`config.mk`:
```
export PLATFORM = sky130hd
export DESIGN_NAME = lru_object_cache_directory_unit
export DESIGN_NICKNAME = d
export VERILOG_FILES = /design/src/hdl/locd_pkg.sv /design/src/hdl/locd_ctrl.sv /design/src/hdl/locd_dpath.sv /design/src/hdl/lru_object_cache_directory_unit.sv
export SDC_FILE = /design/constraint.sdc
export NUM_CORES = 2
export LEC_CHECK = 0
export BUFFER_PORTS_ARGS = -buffer_cell sky130_fd_sc_hd__buf_2
export CAP_MARGIN = 20
export CORE_ASPECT_RATIO = 1.25
export CORE_UTILIZATION = 65
export DETAILED_ROUTE_END_ITERATION = 8
export PLACE_DENSITY = 0.82
export SETUP_SLACK_MARGIN = 0.3
export SYNTH_ARGS = -nofsm -noshare
export SYNTH_HDL_FRONTEND = slang
export SYNTH_SLANG_ARGS = --single-unit
```
`constraint.sdc`:
```
create_clock -name clock -period 27.9 [get_ports clock]
set_clock_uncertainty 0.05 [all_clocks]
set_input_delay 2.79 -clock clock [delete_from_list [all_inputs] [get_ports clock]]
set_output_delay 2.79 -clock clock [all_outputs]
set_load 0.05 [all_outputs]
```
`src/hdl/locd_pkg.sv`:
```
// shared constants and controller/datapath interface types for the cache directory
`default_nettype none

package locd_pkg;

   localparam int ENTRIES_DEF          = 16;
   localparam int KEY_BITS_DEF         = 32;
   localparam int MAX_OBJECT_BYTES_DEF = 102400;

   localparam int KEY_PORT_W = 32;
   localparam int SIZE_W     = 17;
   localparam int TOTAL_W    = 21;
   localparam int STAMP_W    = 32;

   localparam logic ACT_LOOKUP = 1'b0;
   localparam logic ACT_INSERT = 1'b1;

   typedef struct packed {
      logic capture;
      logic search;
      logic reduce;
      logic update;
   } locd_cmd_type;

   typedef struct packed {
      logic evict_needed;
   } locd_stat_type;

endpackage

`default_nettype wire

```
`src/hdl/locd_ctrl.sv`:
```
// sequencer for the cache directory: accept, search, lru reduction, update
`default_nettype none

module locd_ctrl #(
   parameter int ENTRIES = locd_pkg::ENTRIES_DEF
) (
   input  wire                     clock,
   input  wire                     reset,
   input  wire                     req_valid,
   output logic                    req_stall,
   output logic                    rsp_valid,
   input  wire                     rsp_stall,
   input  locd_pkg::locd_stat_type stat,
   output locd_pkg::locd_cmd_type  cmd
);
   import locd_pkg::*;

   localparam int LEVELS = $clog2(ENTRIES);
   localparam int LVL_W  = $clog2(LEVELS + 1);

   typedef enum logic [1:0] {
      ST_IDLE,
      ST_SEARCH,
      ST_REDUCE,
      ST_UPDATE
   } state_type;

   state_type        state_ff, state_in;
   logic [LVL_W-1:0] level_ff, level_in;
   logic             rsp_valid_ff, rsp_valid_in;

   always_comb begin
      cmd.capture = (state_ff == ST_IDLE) && req_valid;
      cmd.search  = (state_ff == ST_SEARCH);
      cmd.reduce  = (state_ff == ST_REDUCE);
      // result is written only once the output register is free
      cmd.update  = (state_ff == ST_UPDATE) && (!rsp_valid_ff || !rsp_stall);
   end

   always_comb begin
      state_in     = state_ff;
      level_in     = level_ff;
      rsp_valid_in = rsp_valid_ff;
      if (!rsp_stall) begin
         rsp_valid_in = 1'b0;
      end
      case (state_ff)
         ST_IDLE: begin
            if (req_valid) begin
               state_in = ST_SEARCH;
            end
         end
         ST_SEARCH: begin
            if (stat.evict_needed) begin
               state_in = ST_REDUCE;
               level_in = LVL_W'(LEVELS - 1);
            end else begin
               state_in = ST_UPDATE;
            end
         end
         ST_REDUCE: begin
            if (level_ff == '0) begin
               state_in = ST_UPDATE;
            end else begin
               level_in = level_ff - 1'b1;
            end
         end
         ST_UPDATE: begin
            if (cmd.update) begin
               state_in     = ST_IDLE;
               rsp_valid_in = 1'b1;
            end
         end
         default: begin
            state_in = ST_IDLE;
         end
      endcase
   end

   always_ff @(posedge clock) begin
      if (reset) begin
         state_ff     <= ST_IDLE;
         level_ff     <= '0;
         rsp_valid_ff <= 1'b0;
      end else begin
         state_ff     <= state_in;
         level_ff     <= level_in;
         rsp_valid_ff <= rsp_valid_in;
      end
   end

   assign req_stall = (state_ff != ST_IDLE);
   assign rsp_valid = rsp_valid_ff;

endmodule

`default_nettype wire

```
`src/hdl/locd_dpath.sv`:
```
// entry registers, key match, free search, min-stamp tree and result register
`default_nettype none

module locd_dpath #(
   parameter int ENTRIES          = locd_pkg::ENTRIES_DEF,
   parameter int KEY_BITS         = locd_pkg::KEY_BITS_DEF,
   parameter int MAX_OBJECT_BYTES = locd_pkg::MAX_OBJECT_BYTES_DEF
) (
   input  wire                              clock,
   input  wire                              reset,
   input  locd_pkg::locd_cmd_type           cmd,
   output locd_pkg::locd_stat_type          stat,
   input  wire                              req_action,
   input  wire  [locd_pkg::KEY_PORT_W-1:0]  req_key,
   input  wire  [locd_pkg::SIZE_W-1:0]      req_object_size,
   output logic                             rsp_hit,
   output logic [$clog2(ENTRIES)-1:0]       rsp_slot,
   output logic [locd_pkg::SIZE_W-1:0]      rsp_stored_size,
   output logic                             rsp_evicted,
   output logic [locd_pkg::TOTAL_W-1:0]     rsp_total_bytes
);
   import locd_pkg::*;

   localparam int IDX_W = $clog2(ENTRIES);
   localparam int NPOW  = 1 << IDX_W;
   localparam int KEY_W = (KEY_BITS < KEY_PORT_W) ? KEY_BITS : KEY_PORT_W;
   localparam logic [TOTAL_W-1:0] SIZE_CAP = TOTAL_W'(MAX_OBJECT_BYTES);

   // current item
   logic               act_ff, act_in;
   logic [KEY_W-1:0]   key_ff, key_in;
   logic [SIZE_W-1:0]  size_ff, size_in;

   // directory entries
   logic [ENTRIES-1:0] valid_ff, valid_in;
   logic [KEY_W-1:0]   ekey_ff   [ENTRIES];
   logic [KEY_W-1:0]   ekey_in   [ENTRIES];
   logic [SIZE_W-1:0]  esize_ff  [ENTRIES];
   logic [SIZE_W-1:0]  esize_in  [ENTRIES];
   logic [STAMP_W-1:0] estamp_ff [ENTRIES];
   logic [STAMP_W-1:0] estamp_in [ENTRIES];
   logic [STAMP_W-1:0] counter_ff, counter_in;
   logic [TOTAL_W-1:0] total_ff, total_in;

   // search results
   logic               hit_found_ff, hit_found_in;
   logic [IDX_W-1:0]   hit_idx_ff, hit_idx_in;
   logic [IDX_W-1:0]   free_idx_ff, free_idx_in;

   // min-stamp reduction candidates
   logic [STAMP_W-1:0] cand_stamp_ff [NPOW];
   logic [STAMP_W-1:0] cand_stamp_in [NPOW];
   logic [IDX_W-1:0]   cand_idx_ff   [NPOW];
   logic [IDX_W-1:0]   cand_idx_in   [NPOW];
   logic [NPOW-1:0]    cand_live_ff, cand_live_in;

   // result register
   logic               rhit_ff, rhit_in;
   logic [IDX_W-1:0]   rslot_ff, rslot_in;
   logic [SIZE_W-1:0]  rsize_ff, rsize_in;
   logic               revict_ff, revict_in;

   logic [ENTRIES-1:0] match;
   logic               match_any;
   logic [IDX_W-1:0]   match_idx;
   logic [IDX_W-1:0]   free_idx;
   logic [STAMP_W-1:0] stamp_next;
   logic               is_insert;
   logic               full;
   logic [IDX_W-1:0]   target;
   logic [IDX_W-1:0]   sel_idx;
   logic [SIZE_W-1:0]  sel_size;
   logic [TOTAL_W-1:0] total_sub;
   logic [TOTAL_W:0]   total_sum;
   logic               take_r;

   assign is_insert = (act_ff == ACT_INSERT);
   assign full      = &valid_ff;
   assign stat.evict_needed = is_insert && full;

   // parallel key compare and first-match / first-free priority pick
   always_comb begin
      match_any = 1'b0;
      match_idx = '0;
      free_idx  = '0;
      for (int i = 0; i < ENTRIES; i++) begin
         match[i] = valid_ff[i] && (ekey_ff[i] == key_ff);
      end
      for (int i = ENTRIES - 1; i >= 0; i--) begin
         if (match[i]) begin
            match_any = 1'b1;
            match_idx = IDX_W'(i);
         end
         if (!valid_ff[i]) begin
            free_idx = IDX_W'(i);
         end
      end
   end

   assign stamp_next = (counter_ff == '1) ? counter_ff : counter_ff + 1'b1;
   assign target     = full ? cand_idx_ff[0] : free_idx_ff;
   assign sel_idx    = is_insert ? target : hit_idx_ff;
   assign sel_size   = esize_ff[sel_idx];

   always_comb begin
      total_sub = total_ff;
      if (full) begin
         total_sub = (total_ff >= TOTAL_W'(sel_size)) ? total_ff - TOTAL_W'(sel_size) : '0;
      end
      total_sum = {1'b0, total_sub} + (TOTAL_W + 1)'(size_ff);
   end

   // item capture and search registers
   always_comb begin
      act_in       = act_ff;
      key_in       = key_ff;
      size_in      = size_ff;
      hit_found_in = hit_found_ff;
      hit_idx_in   = hit_idx_ff;
      free_idx_in  = free_idx_ff;
      if (cmd.capture) begin
         act_in  = req_action;
         key_in  = req_key[KEY_W-1:0];
         size_in = (TOTAL_W'(req_object_size) > SIZE_CAP) ? SIZE_W'(SIZE_CAP)
                                                          : req_object_size;
      end
      if (cmd.search) begin
         hit_found_in = match_any;
         hit_idx_in   = match_idx;
         free_idx_in  = free_idx;
      end
   end

   // pairwise tree, one level a cycle; left wins ties so lowest index survives
   always_comb begin
      take_r = 1'b0;
      for (int k = 0; k < NPOW; k++) begin
         cand_stamp_in[k] = cand_stamp_ff[k];
         cand_idx_in[k]   = cand_idx_ff[k];
         cand_live_in[k]  = cand_live_ff[k];
      end
      if (cmd.search) begin
         for (int k = 0; k < NPOW; k++) begin
            cand_idx_in[k] = IDX_W'(k);
            if (k < ENTRIES) begin
               cand_stamp_in[k] = estamp_ff[k];
               cand_live_in[k]  = 1'b1;
            end else begin
               cand_stamp_in[k] = '1;
               cand_live_in[k]  = 1'b0;
            end
         end
      end else if (cmd.reduce) begin
         for (int k = 0; k < NPOW / 2; k++) begin
            take_r = cand_live_ff[2*k+1] && (!cand_live_ff[2*k] ||
                     (cand_stamp_ff[2*k+1] < cand_stamp_ff[2*k]));
            cand_stamp_in[k] = take_r ? cand_stamp_ff[2*k+1] : cand_stamp_ff[2*k];
            cand_idx_in[k]   = take_r ? cand_idx_ff[2*k+1]   : cand_idx_ff[2*k];
            cand_live_in[k]  = cand_live_ff[2*k] || cand_live_ff[2*k+1];
         end
         for (int k = NPOW / 2; k < NPOW; k++) begin
            cand_live_in[k] = 1'b0;
         end
      end
   end

   // entry write-back and result
   always_comb begin
      valid_in   = valid_ff;
      counter_in = counter_ff;
      total_in   = total_ff;
      rhit_in    = rhit_ff;
      rslot_in   = rslot_ff;
      rsize_in   = rsize_ff;
      revict_in  = revict_ff;
      for (int i = 0; i < ENTRIES; i++) begin
         ekey_in[i]   = ekey_ff[i];
         esize_in[i]  = esize_ff[i];
         estamp_in[i] = estamp_ff[i];
      end
      if (cmd.update) begin
         if (is_insert) begin
            valid_in[target]  = 1'b1;
            ekey_in[target]   = key_ff;
            esize_in[target]  = size_ff;
            estamp_in[target] = stamp_next;
            counter_in        = stamp_next;
            total_in          = total_sum[TOTAL_W] ? '1 : total_sum[TOTAL_W-1:0];
            rhit_in           = 1'b0;
            rslot_in          = target;
            rsize_in          = '0;
            revict_in         = full;
         end else begin
            revict_in = 1'b0;
            if (hit_found_ff) begin
               estamp_in[hit_idx_ff] = stamp_next;
               counter_in            = stamp_next;
               rhit_in               = 1'b1;
               rslot_in              = hit_idx_ff;
               rsize_in              = sel_size;
            end else begin
               rhit_in  = 1'b0;
               rslot_in = '0;
               rsize_in = '0;
            end
         end
      end
   end

   always_ff @(posedge clock) begin
      if (reset) begin
         valid_ff   <= '0;
         counter_ff <= '0;
         total_ff   <= '0;
      end else begin
         valid_ff   <= valid_in;
         counter_ff <= counter_in;
         total_ff   <= total_in;
      end
   end

   always_ff @(posedge clock) begin
      act_ff       <= act_in;
      key_ff       <= key_in;
      size_ff      <= size_in;
      hit_found_ff <= hit_found_in;
      hit_idx_ff   <= hit_idx_in;
      free_idx_ff  <= free_idx_in;
      cand_live_ff <= cand_live_in;
      rhit_ff      <= rhit_in;
      rslot_ff     <= rslot_in;
      rsize_ff     <= rsize_in;
      revict_ff    <= revict_in;
      for (int i = 0; i < ENTRIES; i++) begin
         ekey_ff[i]   <= ekey_in[i];
         esize_ff[i]  <= esize_in[i];
         estamp_ff[i] <= estamp_in[i];
      end
      for (int k = 0; k < NPOW; k++) begin
         cand_stamp_ff[k] <= cand_stamp_in[k];
         cand_idx_ff[k]   <= cand_idx_in[k];
      end
   end

   assign rsp_hit         = rhit_ff;
   assign rsp_slot        = rslot_ff;
   assign rsp_stored_size = rsize_ff;
   assign rsp_evicted     = revict_ff;
   assign rsp_total_bytes = total_ff;

endmodule

`default_nettype wire

```
`src/hdl/lru_object_cache_directory_unit.sv`:
```
// top level of the fully associative object cache directory with timestamp lru
// results are registered after the search and update states; an insert into a full
//   directory passes through the min-stamp tree reduction states before the update
// one item at a time: no new item is taken until the current one is written out;
//   the next item is taken while an earlier result still waits in the output register
// reset clears valid bits, use counter, byte total and the handshake; keys, sizes
//   and stamps are not cleared and need no clearing pass
`default_nettype none

module lru_object_cache_directory_unit #(
   parameter int ENTRIES          = locd_pkg::ENTRIES_DEF,
   parameter int KEY_BITS         = locd_pkg::KEY_BITS_DEF,
   parameter int MAX_OBJECT_BYTES = locd_pkg::MAX_OBJECT_BYTES_DEF
) (
   input  wire                              clock,
   input  wire                              reset,
   input  wire                              req_valid,
   output logic                             req_stall,
   input  wire                              req_action,
   input  wire  [locd_pkg::KEY_PORT_W-1:0]  req_key,
   input  wire  [locd_pkg::SIZE_W-1:0]      req_object_size,
   output logic                             rsp_valid,
   input  wire                              rsp_stall,
   output logic                             rsp_hit,
   output logic [$clog2(ENTRIES)-1:0]       rsp_slot,
   output logic [locd_pkg::SIZE_W-1:0]      rsp_stored_size,
   output logic                             rsp_evicted,
   output logic [locd_pkg::TOTAL_W-1:0]     rsp_total_bytes
);
   import locd_pkg::*;

   locd_cmd_type  cmd;
   locd_stat_type stat;

   locd_ctrl #(
      .ENTRIES (ENTRIES)
   ) u_ctrl (
      .clock     (clock),
      .reset     (reset),
      .req_valid (req_valid),
      .req_stall (req_stall),
      .rsp_valid (rsp_valid),
      .rsp_stall (rsp_stall),
      .stat      (stat),
      .cmd       (cmd)
   );

   locd_dpath #(
      .ENTRIES          (ENTRIES),
      .KEY_BITS         (KEY_BITS),
      .MAX_OBJECT_BYTES (MAX_OBJECT_BYTES)
   ) u_dpath (
      .clock           (clock),
      .reset           (reset),
      .cmd             (cmd),
      .stat            (stat),
      .req_action      (req_action),
      .req_key         (req_key),
      .req_object_size (req_object_size),
      .rsp_hit         (rsp_hit),
      .rsp_slot        (rsp_slot),
      .rsp_stored_size (rsp_stored_size),
      .rsp_evicted     (rsp_evicted),
      .rsp_total_bytes (rsp_total_bytes)
   );

endmodule

`default_nettype wire

```
# After elaboration in Yosys (flattened, before gate mapping)
# Memory sizes are Yosys's and may differ from the RTL's.
# Index checks and enable logic that the tools add are counted.
dict set report classes {
  mux 94
  addsub 4
  eq_ne 25
  order_cmp 16
  reduce_logical 75
  bitwise_logic 4
}
# op n
set ops {}
lappend ops {{two-way mux 512 bit} 5}
lappend ops {{bitwise mux 512 bit} 3}
lappend ops {{two-way mux 256 bit} 3}
lappend ops {{two-way mux 272 bit} 2}
lappend ops {{equality test 32 bit} 16}
lappend ops {{two-way mux 32 bit} 16}
lappend ops {{bitwise mux 272 bit} 1}
lappend ops {{demux 32 bit (select 4 bit)} 2}
lappend ops {{less-than comparator 32 bit} 8}
lappend ops {{two-way mux 4 bit} 28}
lappend ops {{demux 17 bit (select 4 bit)} 1}
lappend ops {{two-way mux 21 bit} 3}
lappend ops {{adder 32 x 1 -> 32 bit (second input constant)} 1}
lappend ops {{equality test 32 bit (second input constant)} 1}
lappend ops {{logical AND 1 bit} 30}
lappend ops {{two-way mux 3 bit} 10}
lappend ops {{adder 21 x 17 -> 22 bit} 1}
lappend ops {{greater-or-equal comparator 21 x 17 -> 1 bit} 1}
lappend ops {{subtractor 21 x 17 -> 21 bit} 1}
lappend ops {{> comparator 17 bit (second input constant)} 1}
lappend ops {{logical OR 1 bit} 17}
lappend ops {{two-way mux 17 bit} 1}
lappend ops {{OR 16 bit} 1}
lappend ops {{AND reduction 16 bit} 1}
lappend ops {{other kinds (28)} 64}
dict set report word_totals {
  reg_bits 173
  mem_count 5
  out_inout_bits 46
  mem_bits_rw 1872
  input_bits 54
}
# memory depth word_bits rd rd_clocked_by_memory_dff wr line_no
set memory_table {}
lappend memory_table {u_dpath.cand_stamp_ff 16 32 16 0 16 locd_dpath.sv:51} ;# logic [STAMP_W-1:0] cand_stamp_ff [NPOW];
lappend memory_table {u_dpath.ekey_ff 16 32 16 0 16 locd_dpath.sv:36} ;# logic [KEY_W-1:0] ekey_ff [ENTRIES];
lappend memory_table {u_dpath.estamp_ff 16 32 16 0 16 locd_dpath.sv:40} ;# logic [STAMP_W-1:0] estamp_ff [ENTRIES];
lappend memory_table {u_dpath.esize_ff 16 17 17 0 16 locd_dpath.sv:38} ;# logic [SIZE_W-1:0] esize_ff [ENTRIES];
lappend memory_table {u_dpath.cand_idx_ff 16 4 16 0 16 locd_dpath.sv:53} ;# logic [IDX_W-1:0] cand_idx_ff [NPOW];

# Logic depth before layout (Yosys ltp)
# An unclocked memory read counts as a cell.
dict set report depth {
  word_depth 18
  mapped_depth 33
}

# By module
# From an unflattened synthesis, not the netlist that was laid out.
dict set report unflattened {
  hier_cells 6697
  area_unflattened_um2 87370.0
}
# module instances area_per_inst_um2 cells_per_inst seq_area_each_um2
set by_module_without_submodules {}
lappend by_module_without_submodules {locd_dpath 1 86920.9 6651 58616.2}
lappend by_module_without_submodules {locd_ctrl 1 449.2 46 120.1}

# Worst setup path after synthesis
# Ideal clock, no wire load.
dict set report synth_timing {
  path_kind {flip-flop to flip-flop}
  startpoint {reg, netlist name u_ctrl.state_ff[1]}
  endpoint {mem u_dpath.cand_stamp_ff[0][0] (enable)}
  arrival_ps 10109
  required_time_ps 27380
  path_stages_with_launch 9
  path_buffers 4
  period_less_slack_ps 10629
  setup_slack_ps 17271
  setup_ps 470
  cell_sequence {dfxtp_1 inv_1 ha_1 clkbuf_1 clkbuf_1 inv_1 clkbuf_1 clkbuf_1 a21boi_0}
}
# element line_no
set synth_rtl {}
lappend synth_rtl {{end, declared} locd_dpath.sv:51}

# Final worst setup path
dict set report layout_timing {
  startpoint {reg u_dpath.valid_ff[1]}
  endpoint {reg u_dpath.total_ff[0] (netlist: u_dpath.rsp_total_bytes[0])}
}
dict set report layout_via {
  elab_chain_cells 9
  elab_cells_between_ends 10
  classes_between {2 x add/sub; 1 x order compare; 5 x mux; 1 x reduce/logical; 1 x memory}
}
# element line_no
set layout_lines {}
lappend layout_lines {{start, declared} locd_dpath.sv:35} ;# logic [ENTRIES-1:0] valid_ff, valid_in;
lappend layout_lines {{start signal, assigned} locd_dpath.sv:216} ;# valid_ff <= valid_in;
lappend layout_lines {{AND reduction 16 bit (*)} locd_dpath.sv:78} ;# assign full = &valid_ff;
lappend layout_lines {{two-way mux 4 bit} locd_dpath.sv:101} ;# assign target = full ? cand_idx_ff[0] : free_idx_ff;
lappend layout_lines {{two-way mux 4 bit} locd_dpath.sv:102} ;# assign sel_idx = is_insert ? target : hit_idx_ff;
lappend layout_lines {{memory (16 x 17 bit)} --}
lappend layout_lines {{subtractor 21 x 17 -> 21 bit / greater-or-equal comparator 21 x 17 -> 1 bit (equally long branches)} locd_dpath.sv:108} ;# total_sub = (total_ff >= TOTAL_W'(sel_size)) ? total_ff - TOTAL_W'(sel_size) : '0;
lappend layout_lines {{two-way mux 21 bit} locd_dpath.sv:108}
lappend layout_lines {{two-way mux 21 bit (*)} locd_dpath.sv:107} ;# if (full) begin
lappend layout_lines {{adder 21 x 17 -> 22 bit (*)} locd_dpath.sv:110} ;# total_sum = {1'b0, total_sub} + (TOTAL_W + 1)'(size_ff);
lappend layout_lines {{two-way mux 21 bit (*)} locd_dpath.sv:188} ;# total_in = total_sum[TOTAL_W] ? '1 : total_sum[TOTAL_W-1:0];
lappend layout_lines {{end signal, assigned} locd_dpath.sv:218} ;# total_ff <= total_in;
lappend layout_lines {{end, declared} locd_dpath.sv:43} ;# logic [TOTAL_W-1:0] total_ff, total_in;
# Every way passes the cells marked *; elsewhere a longest branch is shown, timed or not.
# A chain may end at the register's enable or synchronous reset.

==> out/metrics.cfg <==
[outcome]
status = completed

[setup_path]
cp-start-kind = register
slowest_delay_ns = 0.72
cp-startpoint = u_dpath.valid_ff[1]$_SDFFE_PP0P_
rr_endpoint = u_dpath.rsp_total_bytes[0]$_SDFFE_PP0P_
path_common_cell = a21oi_1
crit_slowest_cell = or4_2
worst-path-stages = 28
crit_path_end = u_dpath.rsp_total_bytes[0]$_SDFFE_PP0P_
cp_num_buf_inv = 3
rr_worst_depth = 28
rrSetupSlack_ns = 18.41
critPathRequiredTime_ns = 28.49
critPathMaxFanout = 41
crit-reg2reg-launch = u_dpath.valid_ff[1]$_SDFFE_PP0P_
endpoint_kind = register
arrival_ns = 10.07
crit_type = reg2reg
cpLargestDelayFamily = compound AO/OA/AOI/OAI gates

[synth]
synth-edff-count = 1890
ys_ff_latch = 1989
mappedNetlistArea_sq_um = 86300
yosysWarnings = 0
synth-async-reset-ratio_pct = 0
avgSynthCellArea_sq_um = 14.0
synthFlopType = edfxtp_1
ys_types = 85
synth_cells = 6153
yosysSeqAreaShare_pct = 68.0
synth_nets = 6499

[placed_design]
numPortBuffers = 99
place_congestion = 0.874
dp_hpwl_mm = 130

[routing]
wl_mm = 213
drt-pass1-iter-count = 8
first_iter_violations = 5966
wl_per_cell_um = 26.1
vias_per_cell = 6.36
drtAntennaViolNets = 0
vias = 52000
drc = 0

[clock_network]
clockBufferDepth = 3
post-cts-setup-buffer-count = 0
numCtsBuffers = 182
cts_max_level = 4
cts_root_buf = clkbuf_16
cts_tree = done
hold_buffers = 0
clk_latency_ns = 0.84
clock_sinks = 1989
path_clk_slew_ns = 0.06
post_cts_resized = 0

[sta]
drv_slew = 0
tightestPinTransition_ns = 1.07
tns_ns = 0
setup_violations = 0
post-route-period-util_pct = 34.0
hold_viol_final = 0
layout_min_cycle_time_ns = 9.49
slew_headroom_pct = 28.3
rsz0062_at_grt = no
max_clock_freq_ghz = 0.105
whs_ns = 0.349

[finish]
area_delta_synth_final_pct = 10.8
nNetsFinal = 6626
layout-drive-gt1-share_pct = 11.9

[pwr]
combPwrFrac_pct = 31.0
ir_worst_vdd_mv = 0.106
swShare_pct = 34.4
p_leak_nw = 33.0
powerDensity_nw_per_um2 = 104
p_seq_share_pct = 43.3
power.internal_mw = 6.52
power_switching_mw = 3.41
clockPowerShare_pct = 25.7

[floorplanning]
die_w_um = 328
start_util_pct = 65.5
fp-row-count = 149
coreArea_sq_um = 132000
pin_count = 100
die_y_um = 409
fp.dieArea_sq_um = 134000

[grt]
overflow = 0
track_usage_pct = 31.8
antenna_found_initial = 5
grt_pass1_vias = 52000
grt_max_degree = 204
grt_pass1_wl_mm = 314

[run]
drv_cap = 0

[worst_hold_path]
hp-class = reg2reg

how the worst min path moves through the flow:
stage | startpoint | endpoint | slack, ns | cells after the start
2_1_floorplan | u_dpath.estamp_ff[1][0]$_DFFE_PP_ | u_dpath.cand_stamp_ff[1][0]$_DFFE_PP_ | 0.35 | 0
3_3_place_gp | u_dpath.estamp_ff[1][213]$_DFFE_PP_ | u_dpath.cand_stamp_ff[1][213]$_DFFE_PP_ | 0.35 | 0
3_5_place_dp | u_dpath.estamp_ff[1][102]$_DFFE_PP_ | u_dpath.cand_stamp_ff[1][102]$_DFFE_PP_ | 0.35 | 0
4_1_cts | u_dpath.estamp_ff[1][104]$_DFFE_PP_ | u_dpath.cand_stamp_ff[1][104]$_DFFE_PP_ | 0.34 | 0
5_1_grt | u_dpath.estamp_ff[1][104]$_DFFE_PP_ | u_dpath.cand_stamp_ff[1][104]$_DFFE_PP_ | 0.36 | 0
6_report | u_dpath.estamp_ff[1][104]$_DFFE_PP_ | u_dpath.cand_stamp_ff[1][104]$_DFFE_PP_ | 0.35 | 0
logic make-up after synthesis:
logic type	synth area share, %
flops	68.0
simple gates	8.14
compound gates	5.99
buf+inv	2.74
xor+xnor	5.98
mux	4.87
fa+ha+maj	4.25
worst register-to-register path, delay by kind of cell, from the launching register on:
family | cells | cell delay (ns)
compound gates | 11 | 3.52
simple gates | 8 | 2.13
mux | 4 | 1.46
buf+inv | 3 | 1.08
fa+ha+maj | 2 | 0.63
flops | 1 | 0.42
power by group through the flow:
stage / Sequential, mW / Clock (mW) / Combinational, mW
floorplan: 4.33 / 0 / 2.04
global placement: 4.32 / 0 / 2.87
detailed placement: 4.34 / 0 / 2.99
CTS: 4.29 / 2.57 / 3.03
global route: 4.33 / 2.67 / 3.30
finish: 4.30 / 2.55 / 3.08
flip-flops by register name, summed over array words and instances, names as in the netlist, 19 cells and up:
register	cells
u_dpath.key_ff	32
u_dpath.esize_ff	272
u_dpath.estamp_ff	512
u_dpath.cand_stamp_ff	512
u_dpath.rsp_total_bytes	21
u_dpath.ekey_ff	512
u_dpath.counter_ff	32
u_dpath.cand_idx_ff	19
synth_stat cells (all sizes together) (48+ instances only):
library cell,n,share of area (%)
mux2,48,0.63
o22ai,83,0.60
xnor2,430,4.4
nor4,55,0.41
nand4,153,1.1
edfxtp,1890,66
mux4,68,1.8
nor3,79,0.46
inv,292,1.3
nand3,76,0.45
dfxtp,99,2.3
a21o,112,0.97
ha,290,4.2
buf,53,0.34
a211oi,75,0.70
clkbuf,259,1.1
nand2,324,1.4
nor2,738,3.2
a21oi,107,0.66
o21ai,229,1.3
xor2,159,1.6
mux2i,211,2.5
final cells by class:
type                            instances  area (sq um)
Inverter                              292          1100
Multi-Input combinational cell       3560         25800
Antenna cell                            1          2.50
Clock inverter                        111          1340
Tap cell                             1736          2170
Timing Repair Buffer                  255          1760
Sequential cell                      1989         58700
Fill cell                            7838         36100
Clock buffer                          222          4770
layer usage:
layer	vias up	track usage (%)	wire (um)
li1	22900	-	-
met1	25700	38.8	75500
met2	2759	53.6	106000
met3	615	5.11	18200
met4	2	18.6	13200
met5	-	0	8
through the flow:
step	instances	util, %	power, mW	worst slack [ns]	cell area (sq um)
floorplan	6153	-	6.38	17.27	86300
global placement	7828	67.9	7.19	18.42	89500
detailed placement	7829	67.9	7.33	18.27	89500
CTS	8162	72.5	9.89	18.13	95600
global route	8165	72.6	10.3	17.72	95700
finish	8166	72.6	9.93	18.41	95700
layout by cell type (no fill, tap or decap), types with 75 or more instances in the layout:
cell / synthesis / final
nand4_1: 152 / 152
nor2_1: 736 / 715
dfxtp_1: 99 / 99
nand3_1: 75 / 75
edfxtp_1: 1890 / 1890
o21ai_0: 223 / 223
mux2i_1: 209 / 208
a21o_1: 112 / 112
o22ai_1: 83 / 82
xor2_1: 158 / 146
clkbuf_16: 0 / 184
nand2_1: 324 / 324
ha_1: 290 / 288
inv_1: 292 / 292
a21oi_1: 103 / 97
buf_4: 8 / 151
buf_2: 30 / 98
xnor2_1: 430 / 413
Power figures use the tool's default switching activity.
